--- config.mk ---
export PLATFORM = sky130hd
export DESIGN_NAME = led_blink_pattern_timer
export DESIGN_NICKNAME = d
export VERILOG_FILES = /design/src/rtl/blpt_pkg.sv /design/src/rtl/blpt_step.sv /design/src/rtl/led_blink_pattern_timer.sv
export SDC_FILE = /design/constraint.sdc
export NUM_CORES = 1
export LEC_CHECK = 0
export ABC_AREA = 1
export BUFFER_PORTS_ARGS = -buffer_cell sky130_fd_sc_hd__buf_2
export CAP_MARGIN = 0
export CORE_UTILIZATION = 55
export CTS_CLUSTER_DIAMETER = 80
export DETAILED_ROUTE_END_ITERATION = 10
export HOLD_SLACK_MARGIN = 0.08
export PLACE_DENSITY_LB_ADDON = 0.15
export SLEW_MARGIN = 20
export SYNTH_ARGS = -nofsm -noshare
export SYNTH_HDL_FRONTEND = slang
export SYNTH_SLANG_ARGS = --single-unit
--- constraint.sdc ---
create_clock -name clk_i -period 4.3 [get_ports clk_i]
set_input_delay 0.43 -clock clk_i [delete_from_list [all_inputs] [get_ports clk_i]]
set_output_delay 0.43 -clock clk_i [all_outputs]
set_load 0.03 [all_outputs]
--- src/rtl/blpt_pkg.sv ---
// ----------------------------------------------------------------------------
// blpt_pkg: shared types and constants of the LED blink pattern timer
// Item layouts, timer state, register map and pattern codes.
// ----------------------------------------------------------------------------
package blpt_pkg;

  localparam int unsigned PhaseW = 14;
  localparam int unsigned MsW    = 10;
  localparam int unsigned SecW   = 16;
  localparam int unsigned LevelW = 8;

  // Input item modes
  localparam logic [1:0] ModeTick  = 2'd0;
  localparam logic [1:0] ModeStart = 2'd1;
  localparam logic [1:0] ModeStop  = 2'd2;

  // Pattern codes
  localparam logic [1:0] PatRedFast  = 2'd0;
  localparam logic [1:0] PatRedSolid = 2'd1;
  localparam logic [1:0] PatBlueFast = 2'd2;
  localparam logic [1:0] PatBlueSlow = 2'd3;
  localparam logic [2:0] NoPattern   = 3'd4;

  localparam logic [MsW-1:0] MsPerSecondM1 = MsW'(999);
  localparam logic [SecW-1:0] SecMax       = '1;

  // Register indexes
  localparam logic [1:0] RegFastOn  = 2'd0;
  localparam logic [1:0] RegFastOff = 2'd1;
  localparam logic [1:0] RegSlowOn  = 2'd2;
  localparam logic [1:0] RegSlowOff = 2'd3;

  localparam logic [PhaseW-1:0] FastOnReset  = PhaseW'(150);
  localparam logic [PhaseW-1:0] FastOffReset = PhaseW'(150);
  localparam logic [PhaseW-1:0] SlowOnReset  = PhaseW'(500);
  localparam logic [PhaseW-1:0] SlowOffReset = PhaseW'(1500);

  typedef struct packed {
    logic [1:0]        mode;
    logic [2:0]        pattern;
    logic [SecW-1:0]   run_secs;
    logic [LevelW-1:0] brightness;
  } in_item_t;

  typedef struct packed {
    logic [LevelW-1:0] red_level;
    logic [LevelW-1:0] blue_level;
    logic              running;
    logic [2:0]        pattern_now;
    logic [SecW-1:0]   duration_now;
    logic              rejected;
  } out_item_t;

  typedef struct packed {
    logic [PhaseW-1:0] fast_on;
    logic [PhaseW-1:0] fast_off;
    logic [PhaseW-1:0] slow_on;
    logic [PhaseW-1:0] slow_off;
  } phase_cfg_t;

  typedef struct packed {
    logic              active;
    logic [1:0]        pattern_held;
    logic [SecW-1:0]   duration_held;
    logic [LevelW-1:0] level_held;
    logic [MsW-1:0]    millis_in_second;
    logic [SecW-1:0]   seconds_elapsed;
    logic              in_off_phase;
    logic [PhaseW-1:0] phase_millis;
  } timer_state_t;

  localparam timer_state_t IdleState = '0;

endpackage

--- src/rtl/blpt_step.sv ---
// ----------------------------------------------------------------------------
// blpt_step: next-state and result logic for one item
// Applies a tick, start or stop to the timer state and forms the result.
// ----------------------------------------------------------------------------
module blpt_step (
  input  blpt_pkg::timer_state_t state_i,
  input  blpt_pkg::phase_cfg_t   cfg_i,
  input  blpt_pkg::in_item_t     item_i,
  output blpt_pkg::timer_state_t state_o,
  output blpt_pkg::out_item_t    result_o
);

  logic [blpt_pkg::PhaseW:0]   phase_inc;
  logic [blpt_pkg::PhaseW-1:0] phase_len;
  logic [blpt_pkg::PhaseW-1:0] phase_raw;
  logic                        slow;
  logic                        rejected;
  logic [blpt_pkg::LevelW-1:0] level;
  logic                        red;
  blpt_pkg::timer_state_t      nx;

  always_comb begin
    nx        = state_i;
    rejected  = 1'b0;
    slow      = (state_i.pattern_held == blpt_pkg::PatBlueSlow);
    phase_inc = {1'b0, state_i.phase_millis} + 1'b1;
    if (state_i.in_off_phase) begin
      phase_raw = slow ? cfg_i.slow_off : cfg_i.fast_off;
    end else begin
      phase_raw = slow ? cfg_i.slow_on : cfg_i.fast_on;
    end
    // a zero length acts as one tick
    phase_len = (phase_raw == '0) ? blpt_pkg::PhaseW'(1) : phase_raw;

    priority if (item_i.mode == blpt_pkg::ModeTick) begin
      if (state_i.active) begin
        if (state_i.millis_in_second == blpt_pkg::MsPerSecondM1) begin
          nx.millis_in_second = '0;
          if (state_i.seconds_elapsed != blpt_pkg::SecMax) begin
            nx.seconds_elapsed = state_i.seconds_elapsed + 1'b1;
          end
        end else begin
          nx.millis_in_second = state_i.millis_in_second + 1'b1;
        end
        if (state_i.duration_held != '0 && nx.seconds_elapsed >= state_i.duration_held) begin
          nx = blpt_pkg::IdleState;
        end else if (state_i.pattern_held != blpt_pkg::PatRedSolid) begin
          if (phase_inc >= {1'b0, phase_len}) begin
            nx.in_off_phase = ~state_i.in_off_phase;
            nx.phase_millis = '0;
          end else begin
            nx.phase_millis = phase_inc[blpt_pkg::PhaseW-1:0];
          end
        end
      end
    end else if (item_i.mode == blpt_pkg::ModeStart) begin
      if (item_i.pattern[2]) begin
        rejected = 1'b1;
      end else begin
        nx               = blpt_pkg::IdleState;
        nx.active        = 1'b1;
        nx.pattern_held  = item_i.pattern[1:0];
        nx.duration_held = item_i.run_secs;
        nx.level_held    = item_i.brightness;
      end
    end else if (item_i.mode == blpt_pkg::ModeStop) begin
      nx = blpt_pkg::IdleState;
    end else begin
      nx = state_i;
    end

    level = (nx.active && !nx.in_off_phase) ? nx.level_held : '0;
    red   = (nx.pattern_held == blpt_pkg::PatRedFast) ||
            (nx.pattern_held == blpt_pkg::PatRedSolid);

    result_o.red_level    = red ? level : '0;
    result_o.blue_level   = red ? '0 : level;
    result_o.running      = nx.active;
    result_o.pattern_now  = nx.active ? {1'b0, nx.pattern_held} : blpt_pkg::NoPattern;
    result_o.duration_now = nx.active ? nx.duration_held : '0;
    result_o.rejected     = rejected;
    state_o               = nx;
  end

endmodule

--- src/rtl/led_blink_pattern_timer.sv ---
// ----------------------------------------------------------------------------
// led_blink_pattern_timer: red/blue LED blink pattern timer
// Runs one of four LED patterns from 1 ms ticks and start/stop items.
// ----------------------------------------------------------------------------
// Every item (a 1 ms tick, a start or a stop) updates the timer state and
// the result at the edge that accepts it, so items may arrive in every
// cycle unless the output stalls, and each result appears in the cycle
// after. With the single result register, a new item is taken whenever
// that register is empty or its result is being taken in the same cycle.
// Blink phase lengths come from four APB registers (fast on, fast off,
// slow on, slow off, in ticks; 0 behaves like 1) at byte addresses 0, 4,
// 8 and 12. A start with an invalid pattern reports rejected and changes
// nothing; a valid start restarts timing in the on phase.
module led_blink_pattern_timer (
  input  logic                clk_i,
  input  logic                rst_ni,
  // item input
  input  logic                in_valid_i,
  output logic                in_ready_o,
  input  blpt_pkg::in_item_t  in_item_i,
  // result output
  output logic                out_valid_o,
  input  logic                out_ready_i,
  output blpt_pkg::out_item_t out_item_o,
  // APB configuration
  input  logic                psel,
  input  logic                penable,
  input  logic                pwrite,
  input  logic [3:0]          paddr,
  input  logic [31:0]         pwdata,
  output logic [31:0]         prdata,
  output logic                pready
);

  blpt_pkg::phase_cfg_t   cfg_q;
  blpt_pkg::timer_state_t state_q, state_d;
  blpt_pkg::out_item_t    out_q, out_d;
  logic                   out_valid_q;
  logic                   in_fire;
  logic                   cfg_wr;
  logic [1:0]             reg_idx;
  logic [blpt_pkg::PhaseW-1:0] rd_val;

  assign pready   = 1'b1;
  assign reg_idx  = paddr[3:2];
  assign cfg_wr   = psel && penable && pwrite;

  // accept while the result slot is empty or draining this cycle
  assign in_ready_o  = !out_valid_q || out_ready_i;
  assign in_fire     = in_valid_i && in_ready_o;
  assign out_valid_o = out_valid_q;
  assign out_item_o  = out_q;

  blpt_step u_step (
    .state_i  (state_q),
    .cfg_i    (cfg_q),
    .item_i   (in_item_i),
    .state_o  (state_d),
    .result_o (out_d)
  );

  // register readback
  always_comb begin
    unique case (reg_idx)
      blpt_pkg::RegFastOn:  rd_val = cfg_q.fast_on;
      blpt_pkg::RegFastOff: rd_val = cfg_q.fast_off;
      blpt_pkg::RegSlowOn:  rd_val = cfg_q.slow_on;
      blpt_pkg::RegSlowOff: rd_val = cfg_q.slow_off;
      default:              rd_val = '0;
    endcase
    prdata = {{(32 - blpt_pkg::PhaseW){1'b0}}, rd_val};
  end

  // phase length registers
  always_ff @(posedge clk_i or negedge rst_ni) begin
    if (!rst_ni) begin
      cfg_q.fast_on  <= blpt_pkg::FastOnReset;
      cfg_q.fast_off <= blpt_pkg::FastOffReset;
      cfg_q.slow_on  <= blpt_pkg::SlowOnReset;
      cfg_q.slow_off <= blpt_pkg::SlowOffReset;
    end else if (cfg_wr) begin
      unique case (reg_idx)
        blpt_pkg::RegFastOn:  cfg_q.fast_on  <= pwdata[blpt_pkg::PhaseW-1:0];
        blpt_pkg::RegFastOff: cfg_q.fast_off <= pwdata[blpt_pkg::PhaseW-1:0];
        blpt_pkg::RegSlowOn:  cfg_q.slow_on  <= pwdata[blpt_pkg::PhaseW-1:0];
        blpt_pkg::RegSlowOff: cfg_q.slow_off <= pwdata[blpt_pkg::PhaseW-1:0];
        default: ;
      endcase
    end
  end

  // timer state advances only on an accepted item
  always_ff @(posedge clk_i or negedge rst_ni) begin
    if (!rst_ni) begin
      state_q <= blpt_pkg::IdleState;
    end else if (in_fire) begin
      state_q <= state_d;
    end
  end

  // result slot: load on accept, drop when taken
  always_ff @(posedge clk_i or negedge rst_ni) begin
    if (!rst_ni) begin
      out_valid_q <= 1'b0;
    end else if (in_fire) begin
      out_valid_q <= 1'b1;
    end else if (out_ready_i) begin
      out_valid_q <= 1'b0;
    end
  end

  always_ff @(posedge clk_i) begin
    if (in_fire) begin
      out_q <= out_d;
    end
  end

endmodule

# After elaboration in Yosys (flattened, before gate mapping)
# Index checks and enable logic that the tools add are counted.
# W data, S select, Z words.
# classes
reduce_logical	23
multipliers	0
n_div	0
mux	25
shifts	0
eq_ne	13
n_addsub	3
bitwise	2
n_lt_le_gt_ge	2
# op_table
cell	count
$mux W68	5
$mux W14	5
$mux W16	4
$pmux W14 S4	1
$mux W53	1
$mux W15	2
$add A16 B1 Y16 const B	1
$ge A16 B16 Y1	1
$ne A16 B16 Y1 const B	1
$reduce_bool A16 Y1	1
$add A14 B1 Y15 const B	1
$ge A15 B14 Y1	1
$logic_not A14 Y1	1
$add A10 B1 Y10 const B	1
$eq A10 B10 Y1 const B	1
$mux W10	1
$eq A2 B2 Y1 const B	4
$mux W8	1
$reduce_and A2 Y1	4
$eq A2 B1 Y1 const B	3
$logic_not A2 Y1	3
$logic_and A1 B1 Y1	5
$reduce_and A5 Y1	1
$mux W1	4
other kinds (12)	15
# word_totals
romBits	0
reg_bits	162
ramBits	0
inputBits	72
mem_count	0
output_inout_bits	72
latch_bits	0
word_cells	88

# Depth between registers and ports, before layout
# Gate-level depths: netlist of the first run.
# depth
word_depth	14
mapped_depth	28

# Hierarchy
# A second synthesis of the first run with hierarchy kept.
# unflattened
hier_cells	1470
area_unflattened_um2	10530.1
# modules_own_cells
module	area_each_um2	n_inst	cells_per_inst	seq_area_each_um2
led_blink_pattern_timer	6437.4	1	683	4265.3
blpt_step	4092.7	1	787	0.0

# Worst setup path after synthesis of the first run
# Ideal clock, no wire load.
# synth_timing
path_type	reg-to-reg
startpoint	register state_q[15] in the netlist's numbering
endpoint	register out_q, in the netlist out_item_o[18], data pin
period_less_slack_ps	3163
t_arrival_ps	2913
setup_slack_ps	1137
path_stages_with_launch	28
setup_time_ps	250
required_time_ps	4050
cell_sequence	dfrtp_1 ha_1 inv_1 nor2_2 nand2_1 nor2_4 nand2_2 nor2_4 nand3_2 nand3_1 xor2_1 inv_1 ha_1 nand2_1 inv_1 nand2_1 nand2_1 nand2_1 nand2_1 nand2_1 nand3_1 nand2_2 nand2_2 o21ai_2 buf_4 buf_6 nand2_1 inv_1
# synth_via
elab_chain_cells	10
# synth_rtl
item	line_no	source
start: declaration	led_blink_pattern_timer.sv:36	blpt_pkg::timer_state_t state_q, state_d;
start signal: assignment	led_blink_pattern_timer.sv:95	state_q <= blpt_pkg::IdleState;
start signal: assignment	led_blink_pattern_timer.sv:97	state_q <= state_d;
$add A16 B1 Y16 / $ne A16 B16 Y1 (equally long branches)	blpt_step.sv:40, blpt_step.sv:39	
$mux W16	blpt_step.sv:39	if (state_i.seconds_elapsed != blpt_pkg::SecMax) begin
$mux W16 *	blpt_step.sv:37	if (state_i.millis_in_second == blpt_pkg::MsPerSecondM1) begin
$mux W16 *	blpt_step.sv:36	if (state_i.active) begin
$mux W16 *	blpt_step.sv:35	priority if (item_i.mode == blpt_pkg::ModeTick) begin
$ge A16 B16 Y1 *	blpt_step.sv:45	if (state_i.duration_held != '0 && nx.seconds_elapsed >= state_i.duration_held) begin
$logic_and A1 B1 Y1 *	blpt_step.sv:45	
$mux W53 *	blpt_step.sv:45	
$mux W68 *	blpt_step.sv:36	
$mux W68 *	blpt_step.sv:35	
end signal: assignment	led_blink_pattern_timer.sv:114	out_q <= out_d;
end: declaration	led_blink_pattern_timer.sv:37	blpt_pkg::out_item_t out_q, out_d;
# Mark *: on every way between the ends. The rest lies on a longest branch, timed or not. The select of a mux whose other input is x is not followed.
# A chain may end at the register's enable or synchronous reset.

# Final worst setup path of the first run
# layout_timing
startpoint	register state_q[15] in the netlist's numbering
endpoint	register out_q, in the netlist out_item_o[31], data pin
# layout_via
elab_chain_cells	13
# layout_rtl
item	line_no	source
$add A16 B1 Y16 / $ne A16 B16 Y1 (equally long branches)	blpt_step.sv:40, blpt_step.sv:39	
$mux W16	blpt_step.sv:39	
$mux W16 *	blpt_step.sv:37	
$mux W16 *	blpt_step.sv:36	
$mux W16 *	blpt_step.sv:35	
$ge A16 B16 Y1 *	blpt_step.sv:45	
$logic_and A1 B1 Y1 *	blpt_step.sv:45	
$mux W15	blpt_step.sv:45	
$mux W68 *	blpt_step.sv:36	
$mux W68 *	blpt_step.sv:35	
$logic_not A1 Y1	blpt_step.sv:72	level = (nx.active && !nx.in_off_phase) ? nx.level_held : '0;
$logic_and A1 B1 Y1	blpt_step.sv:72	
$mux W8	blpt_step.sv:72	
# Marks and branches as above.

==> results of run 1 <==
[worst max-delay path, delay by kind of cell, from the launching register on]
kind | cells | cell delay (ps)
compound gates | 1 | 350
fa+ha+maj | 2 | 470
buf+inv | 2 | 160
flops | 1 | 460
simple gates | 14 | 2280
[synth_stat cells, types with 6 or more instances]
master / n / area [um^2]
sky130_fd_sc_hd__o22ai_1: 19 / 118.9
sky130_fd_sc_hd__nor3_1: 11 / 55.05
sky130_fd_sc_hd__buf_4: 23 / 172.7
sky130_fd_sc_hd__buf_2: 12 / 60.06
sky130_fd_sc_hd__dfrtp_1: 104 / 2603
sky130_fd_sc_hd__buf_1: 6 / 22.52
sky130_fd_sc_hd__edfxtp_1: 37 / 1111
sky130_fd_sc_hd__a31oi_1: 9 / 56.30
sky130_fd_sc_hd__xor2_1: 27 / 236.5
sky130_fd_sc_hd__nand3_1: 58 / 290.3
sky130_fd_sc_hd__ha_1: 37 / 462.9
sky130_fd_sc_hd__o21ai_1: 8 / 40.04
sky130_fd_sc_hd__nor4_1: 8 / 50.05
sky130_fd_sc_hd__nand2_1: 280 / 1051
sky130_fd_sc_hd__dfstp_2: 21 / 551.8
sky130_fd_sc_hd__nor2_1: 90 / 337.8
sky130_fd_sc_hd__inv_1: 138 / 518.0
sky130_fd_sc_hd__o22a_1: 11 / 96.34
sky130_fd_sc_hd__nand2_2: 6 / 37.54
sky130_fd_sc_hd__nand4_1: 31 / 193.9
sky130_fd_sc_hd__clkbuf_1: 24 / 90.09
sky130_fd_sc_hd__inv_2: 6 / 22.52
sky130_fd_sc_hd__a32oi_1: 24 / 210.2
sky130_fd_sc_hd__o21ai_0: 134 / 670.6
sky130_fd_sc_hd__a21oi_1: 14 / 70.07
[cell usage in the layout (no fill, tap or decap), types with 2 or more instances in the layout]
cell type                    instances
sky130_fd_sc_hd__o21ai_4             2
sky130_fd_sc_hd__nand4_1            31
sky130_fd_sc_hd__o22ai_1            19
sky130_fd_sc_hd__inv_2               6
sky130_fd_sc_hd__conb_1             19
sky130_fd_sc_hd__nor4_1              8
sky130_fd_sc_hd__a31oi_1             9
sky130_fd_sc_hd__nor2_2              2
sky130_fd_sc_hd__clkinvlp_4          4
sky130_fd_sc_hd__nor2_1             90
sky130_fd_sc_hd__nand3b_1            2
sky130_fd_sc_hd__o21ai_1             8
sky130_fd_sc_hd__clkinv_4            3
sky130_fd_sc_hd__o22a_1             11
sky130_fd_sc_hd__inv_1             138
sky130_fd_sc_hd__nand2_1           280
sky130_fd_sc_hd__o21a_1              2
sky130_fd_sc_hd__clkbuf_16          17
sky130_fd_sc_hd__nand3_2             2
sky130_fd_sc_hd__and3_1              2
sky130_fd_sc_hd__nand2_2             6
sky130_fd_sc_hd__a32oi_1            24
sky130_fd_sc_hd__nand3_1            58
sky130_fd_sc_hd__nor2_4              3
sky130_fd_sc_hd__o31ai_1             2
sky130_fd_sc_hd__a21o_1              2
sky130_fd_sc_hd__buf_4              20
sky130_fd_sc_hd__dfstp_2            21
sky130_fd_sc_hd__edfxtp_1           37
sky130_fd_sc_hd__dfrtp_1           104
sky130_fd_sc_hd__ha_1               37
sky130_fd_sc_hd__a21oi_1            14
sky130_fd_sc_hd__buf_2             103
sky130_fd_sc_hd__o21ai_0           134
sky130_fd_sc_hd__inv_6               4
sky130_fd_sc_hd__inv_8               2
sky130_fd_sc_hd__xor2_1             27
sky130_fd_sc_hd__nor3_1             11
[final cells by class]
type | instances | area (um^2)
clock buffers | 17 | 425.4
clock inverters | 15 | 148.9
fillers | 1445 | 6028
inverters | 145 | 544.3
multi-input cells | 815 | 4348
flip-flops and latches | 162 | 4265
well taps | 220 | 275.3
repair buffers | 123 | 665.6
[logic make-up (layout without fill, tap and decap cells)]
kind of cell             after synthesis  count (layout)  share of synthesized area
AO/OA/AOI/OAI                        231             231                     0.1457
adder cells (fa/ha/maj)               37              37                    0.04897
multiplexers                           1               1                   0.001059
other                                  2              19                  0.0007944
AND/OR/NAND/NOR                      499             499                     0.2291
buffers and inverters                212             300                    0.09648
flip-flops                           162             162                     0.4512
XOR/XNOR                              28              28                    0.02673
[how the worst max path moves through the flow]
stage,from,to,slack [ps],depth (start not counted)
floorplan,state_q[15],out_item_o[18],1140,27
global placement,state_q[15],out_item_o[30],510,25
detailed placement,state_q[15],out_item_o[31],400,25
CTS,state_q[15],out_item_o[31],380,25
global route,state_q[15],out_item_o[32],20,19
finish,state_q[15],out_item_o[31],410,19
[state kept, by name, summed over array words and instances, names as in the netlist]
name         flops
out_item_o      37
out_valid_o      1
cfg_q           56
state_q         68
[report_power, final]
group	internal (mW)	total [mW]	leakage, nW	switching, mW
Clock	0.812	1.48	0.267	0.669
Sequential	1.81	1.97	1.95	0.158
Combinational	0.357	1.10	2.96	0.742
Total	2.98	4.55	5.18	1.57
[per-layer routing]
layer	vias to the layer above	global-route usage	part of all wire
met1	3782	0.3752	0.47
met5	-	0	0
met3	27	0.03501	0.053
li1	4070	-	-
met4	0	0.07071	0.012
met2	285	0.4165	0.46
==> impl_summary.md, run 1 <==
Critical path
Data on the critical path is required at its endpoint by 4580 ps. The slowest stage of the critical path belongs to the cell sky130_fd_sc_hd__dfrtp_1. Among the stages of the critical path, the cell type that occurs most often is sky130_fd_sc_hd__nand3_1. The arrival time of the worst setup path is 4170 ps. The startpoint of the worst-slack reg-to-reg timing path is state_q[15]. The type of the worst setup path is reg2reg. The endpoint of the most critical register-to-register path is out_item_o[31]. The critical path goes through ha_1 -> inv_1 -> nor2_2 -> nand2_1 -> nor2_4 -> nand2_2 -> nor2_4 -> nand3_1 -> o21ai_0 -> inv_1 -> ha_1 -> nand2_1 -> nor3_2 -> nand3_1 -> nand3_1 -> nand3_2 -> nand4_2 -> nand4_1 -> nor2_1. The setup check on the worst reg-to-reg path leaves a slack of 410 ps. In this design, the stage delay of the slowest critical-path cell is 460 ps.

The number of cell instances on the worst register-to-register path is 19. STA classifies the critical path endpoint as a flop. The worst setup path is launched from a flop. The maximum fanout along the worst path is 19.

Placement
The estimated wirelength of the detail-placed design is 15150 um. The routability congestion estimate from global placement is 0.8614. The count of placed standard cells including taps is 1465. The placed instance area is 0.01009 mm^2. The number of input and output port buffers inserted is 104.

The worst setup slack before clock tree synthesis is 403.2 ps.

Logic synthesis
The number of warnings reported in the yosys synthesis log is 0. The most used flip-flop cell after synthesis is sky130_fd_sc_hd__dfrtp_1. The synthesized instance count is 1172. In this run, synthesis produced a sequential element count of 162. After synthesis, the netlist uses 48 different library cells. The proportion of synthesized chip area in sequential cells is 0.4512. Yosys mapped a number of flops with a built-in enable equal to 37. The mapped netlist covers 0.009454 mm^2. Dividing the synthesized area by the synthesized cell count gives 8.067 um^2. The post-synthesis async set-or-reset flop share is 0.7716.

Cells and area
Relative to the synthesized area, the layout overhead comes to 12.89%. The final net count is 1373. Once layout is complete, the utilization of the core stands at 0.6390. The final cell count without fillers is 1497.

After routing the design area is 0.01067 mm^2. The repair_antennas step left the layout with diodes totalling 0. The fraction of layout instances using a drive strength above 1 is 0.1597.

Floorplanning
The core region is 0.01670 mm^2. The die is 133.1 um wide. The die height is 133.1 um. In this run the count of I/O pins placed on the die edge is 144. Row generation in the floorplan step produced 47 rows.

The die outline area is 0.01772 mm^2. For this configuration, the core starts out at a cell density of 0.5661.

Timing
The post-route fraction of the period consumed by the critical path is 0.9047. Setup repair after global routing left no endpoint under its margin. The final count of hold timing violations came to 0. The final number of max-transition violations is 0.

For the final database, setup skew stands at 8.578 ps. The minimum setup slack in the final design is 410.0 ps. For the final routed database, the setup TNS stands at 0 ps. The number of failing setup endpoints in the final timing report is 0.

Headroom to the max-slew limit came out at 0.3883. The shortest clock period the worst path allows after layout is 3890 ps. Final hold analysis gives a worst-case slack of 80.03 ps. The fmax is 257.1 MHz. The slew at the pin with the worst max-slew slack is 915.3 ps.

GRT
The total grt overflow is 0. The first global-routing pass estimated 36940 um of wire. The maximum number of pins on one net before global-route repair is 68. The via count of the first global-routing pass is 7505. Across every metal layer, demand over resource in global routing totals 0.2610. The number of antenna violations at the first check in global routing came to 0.

Detailed routing
The post-route antenna net violation count is 0. The first-pass detailed-route iteration total is 5. The final routed DRC violation total is 0. The routed wire length is 22270 um. The total number of vias is 8164. The detailed-route vias per instance is 5.454. Dividing the detail-routed wire length by the instance count gives 14.88 um.

The number of design-rule violations left by the first detailed-router iteration is 682.

Clocking
The tree is rooted in a sky130_fd_sc_hd__clkbuf_16. The H-tree was split into 4 levels. The number of clock buffers added by TritonCTS is 17.

The clock tree from TritonCTS is done. The clock sink total is 162. The maximum clock insertion buffer count is 2. Hold repair after CTS inserted 0 buffers.

The count of cells resized by post-cts repair is 0. The later-pin clock latency in the skew report is 430 ps. Clock-pin slew was measured on the worst setup and hold paths at 70 ps.

After clock tree synthesis, the setup repair step added 0 buffers.

Run status
The run finished with clean final reports.

Hold path
The min-delay analysis places its worst path in the category in2async.

Power and ir drop
The total leakage power is 5.177 nW. The worst-case IR drop observed on VDD is 349.7 uV. For this design the ratio of total power to cell area is 426.4 mW/mm^2. The design draws 4.551 mW.

Flow run
The tool flagged a number of max-cap violations equal to 0.
Power figures use the tool's default switching activity.
==> run 2: changes to the inputs <==
- clock period: 4.3 -> 4.9 ns (I/O delays scaled with it)
==> impl_summary.md, run 2 (synthesis gave the netlist of run 1 again) <==
Cells and area
The top register by number of flip-flops is state_q. The flip-flop count of the largest register after layout is 68 (unchanged). The antenna diode count is 0 (unchanged). The number of fillers in the final layout is 1486 (+2.8%). The library cells used most frequently in the layout, excluding fill and tap cells, are sky130_fd_sc_hd__nand2_1, sky130_fd_sc_hd__inv_1, sky130_fd_sc_hd__o21ai_0, sky130_fd_sc_hd__dfrtp_1, sky130_fd_sc_hd__buf_2.

Relative to the synthesized area, the layout overhead comes to 12.27%. The fraction of layout instances using a drive strength above 1 is 0.1537 (-0.006085). The most common cell after layout, fill and taps aside is sky130_fd_sc_hd__nand2_1.

The final design area excluding fillers is 0.01061 mm^2 (-0.55%). The final net count is 1365 (-0.58%).

GRT
The total grt overflow is 0 (unchanged). The maximum number of pins on one net before global-route repair is 70 (+2.9%). The number of antenna violations at the first check in global routing is 0 (unchanged).

The overall fraction of global-route tracks in use is 0.2568 (-0.004230). The global-route wire length before repair came to 36020 um (-2.5%). The via count of the first global-routing pass is 7375 (-1.7%).

Clocking
The total CTS buffers is 17 (unchanged). TritonCTS built the clock tree. The number of H-tree levels came to 4 (unchanged). The maximum clock insertion buffer count came to 2 (unchanged). The number of post-CTS setup repair buffers is 0 (unchanged).

The clock root buffer is sky130_fd_sc_hd__clkbuf_16. The later-pin clock latency in the skew report is 440 ps (about the same). The clock sink total is 162 (unchanged).

The clock slew seen by the registers of the worst setup and hold paths is 70 ps (about the same).

Placement
The number of input and output port buffers inserted is 104 (unchanged). The routability congestion estimate from global placement is 0.8228 (-4.5%). The placed instance area was 0.01002 mm^2 (-0.67%). The worst setup slack before clock tree synthesis is 876.1 ps (+472.9 ps). The estimated wirelength of the detail-placed design came to 14870 um (-1.9%).

Detailed routing
The routed wire length was 21830 um (-2.0%). The post-route antenna net violation count was 0 (unchanged). The wire length per cell came to 14.66 um (-1.5%). The first-pass detailed-route iteration total is 5 (unchanged).

The final routed DRC violation total is 0 (unchanged). The total number of vias is 8158 (-0.073%). The detailed-route vias per instance is 5.479 (+0.46%). The number of design-rule violations left by the first detailed-router iteration is 646 (-5.3%).

Timing
The final total negative setup slack was 0 ps (unchanged). The final count of hold timing violations is 0 (unchanged). The final number of max-transition violations is 0 (unchanged). The fmax is 244.6 MHz (-4.9%). The number of failing setup endpoints in the final timing report is 0 (unchanged). The shortest clock period the worst path allows after layout is 4089 ps (+199.0 ps). The minimum setup slack in the final design was 811.0 ps (+401.0 ps). The post-route fraction of the period consumed by the critical path came to 0.8345 (-0.07017). The slew at the pin with the worst max-slew slack is 941.8 ps (+26.57 ps).

Setup repair after global routing left no endpoint under its margin. The worst slew slack as a fraction of its limit was 0.3706 (-0.01775). The setup clock skew after layout came to 11.02 ps (+2.443 ps).

Power and ir drop
The total power consumption of the routed design is 3.972 mW (-13%). The total leakage power came to 5.143 nW (-0.66%). The worst IR drop on VDD is 264.4 uV (-24%). The power density over the cells was 374.2 mW/mm^2 (-12%).

Flow run
The number of max-cap violations was 0 (unchanged).

Floorplanning
The die outline area is 0.01772 mm^2 (unchanged). The initial standard-cell utilization of the core is 0.5661 (unchanged). The area of the core is 0.01670 mm^2 (unchanged). The total number of placement rows is 47 (unchanged).

The die height was 133.1 um (unchanged). The width of the die is 133.1 um (unchanged). The total I/O pin count is 144 (unchanged).

Hold path
The path category of the worst min-delay check is in2reg.

Critical path
STA classifies the critical path endpoint as a flop. The arrival time of the worst setup path is 4430 ps (+260 ps). The worst setup path is launched from a flop. The critical path required time was 5240 ps (+660 ps). The maximum fanout along the worst path is 29 (+10). The type of the worst setup path is reg2reg.

Run status
The flow ran to the end, and the final reports show no timing, DRC or antenna violations.
[run 2: changes by cell type in the layout (fill, tap and decap cells not counted), sizes merged]
cell / previous run / this run
clkinvlp: 5 / 4
clkinv: 4 / 6
buf: 123 / 114
inv: 150 / 149
dlygate4sd3: 0 / 1
[run 2: worst max-delay path, stage by stage, from the launching register on]
cell,delay [ps]
sky130_fd_sc_hd__dfrtp_1,420
sky130_fd_sc_hd__nand2_1,80
sky130_fd_sc_hd__buf_4,300
sky130_fd_sc_hd__clkinv_1,690
sky130_fd_sc_hd__o21ai_0,440
sky130_fd_sc_hd__o22a_1,240
sky130_fd_sc_hd__nand4_1,100
sky130_fd_sc_hd__nor2_1,110
sky130_fd_sc_hd__a31o_2,150
sky130_fd_sc_hd__ha_1,220
sky130_fd_sc_hd__nand3_1,70
sky130_fd_sc_hd__nand3b_1,100
sky130_fd_sc_hd__nand2_1,50
sky130_fd_sc_hd__nand2_1,90
sky130_fd_sc_hd__nand3_4,100
sky130_fd_sc_hd__nor3_4,540
sky130_fd_sc_hd__nand3_1,150
sky130_fd_sc_hd__o21ai_0,130
[run 2: worst paths after layout]
path | from | cells after the start | endpoint | slack [ps]
max | state_q[66] | 17 | state_q[0] | 810
min | pwdata[4] | 3 | cfg_q[18] | 330
max reg2reg | state_q[66] | 17 | state_q[0] | 810
min reg2reg | cfg_q[30] | 2 | cfg_q[30] | 500
max in group asynchronous | rst_ni | 3 | cfg_q[2] | 3330
min in group asynchronous | rst_ni | 2 | cfg_q[52] | 590
[run 2: repair_timing]
action | 4_1_cts | 5_1_grt
endpoints found under the hold margin | 27 | 0
resized for setup | 0 | 0
hold buffers | 1 | 0
[run 2: area by class of cell]
| type | instances | area [um^2] | share of cell area |
|---|---|---|---|
| Multi-Input combinational cell | 815 | 4348 | 0.4096 |
| Tap cell | 220 | 275.3 | 0.02593 |
| Sequential cell | 162 | 4265 | 0.4019 |
| Inverter | 145 | 545.5 | 0.05140 |
| Timing Repair Buffer | 115 | 608.1 | 0.05729 |
| Clock inverter | 15 | 146.4 | 0.01379 |
| Clock buffer | 17 | 425.4 | 0.04008 |
[run 2: metrics by stage]
step | instances | hold WS [ps] | util
CTS | 1489 | 319.7 | 0.6350
finish | 1489 | 328.8 | 0.6355
detailed placement | 1456 | 488.8 | 0.6002
floorplan | 1189 | 194.4 | -
global route | 1489 | 337.2 | 0.6355
global placement | 1456 | 483.5 | 0.6002
[run 2: per-layer routing]
| metal | wire [um] | part of all wire | GRT usage |
|---|---|---|---|
| met5 | 0 | 0 | 0 |
| met2 | 9964 | 0.46 | 0.4005 |
| met3 | 1413 | 0.065 | 0.04795 |
| met1 | 10230 | 0.47 | 0.3664 |
| met4 | 219 | 0.010 | 0.07449 |
[run 2: power by group]
part	leakage (nW)	switching (mW)	internal, mW
Combinational	2.92	0.628	0.307
Sequential	1.95	0.151	1.59
Clock	0.269	0.582	0.710
Total	5.14	1.36	2.61
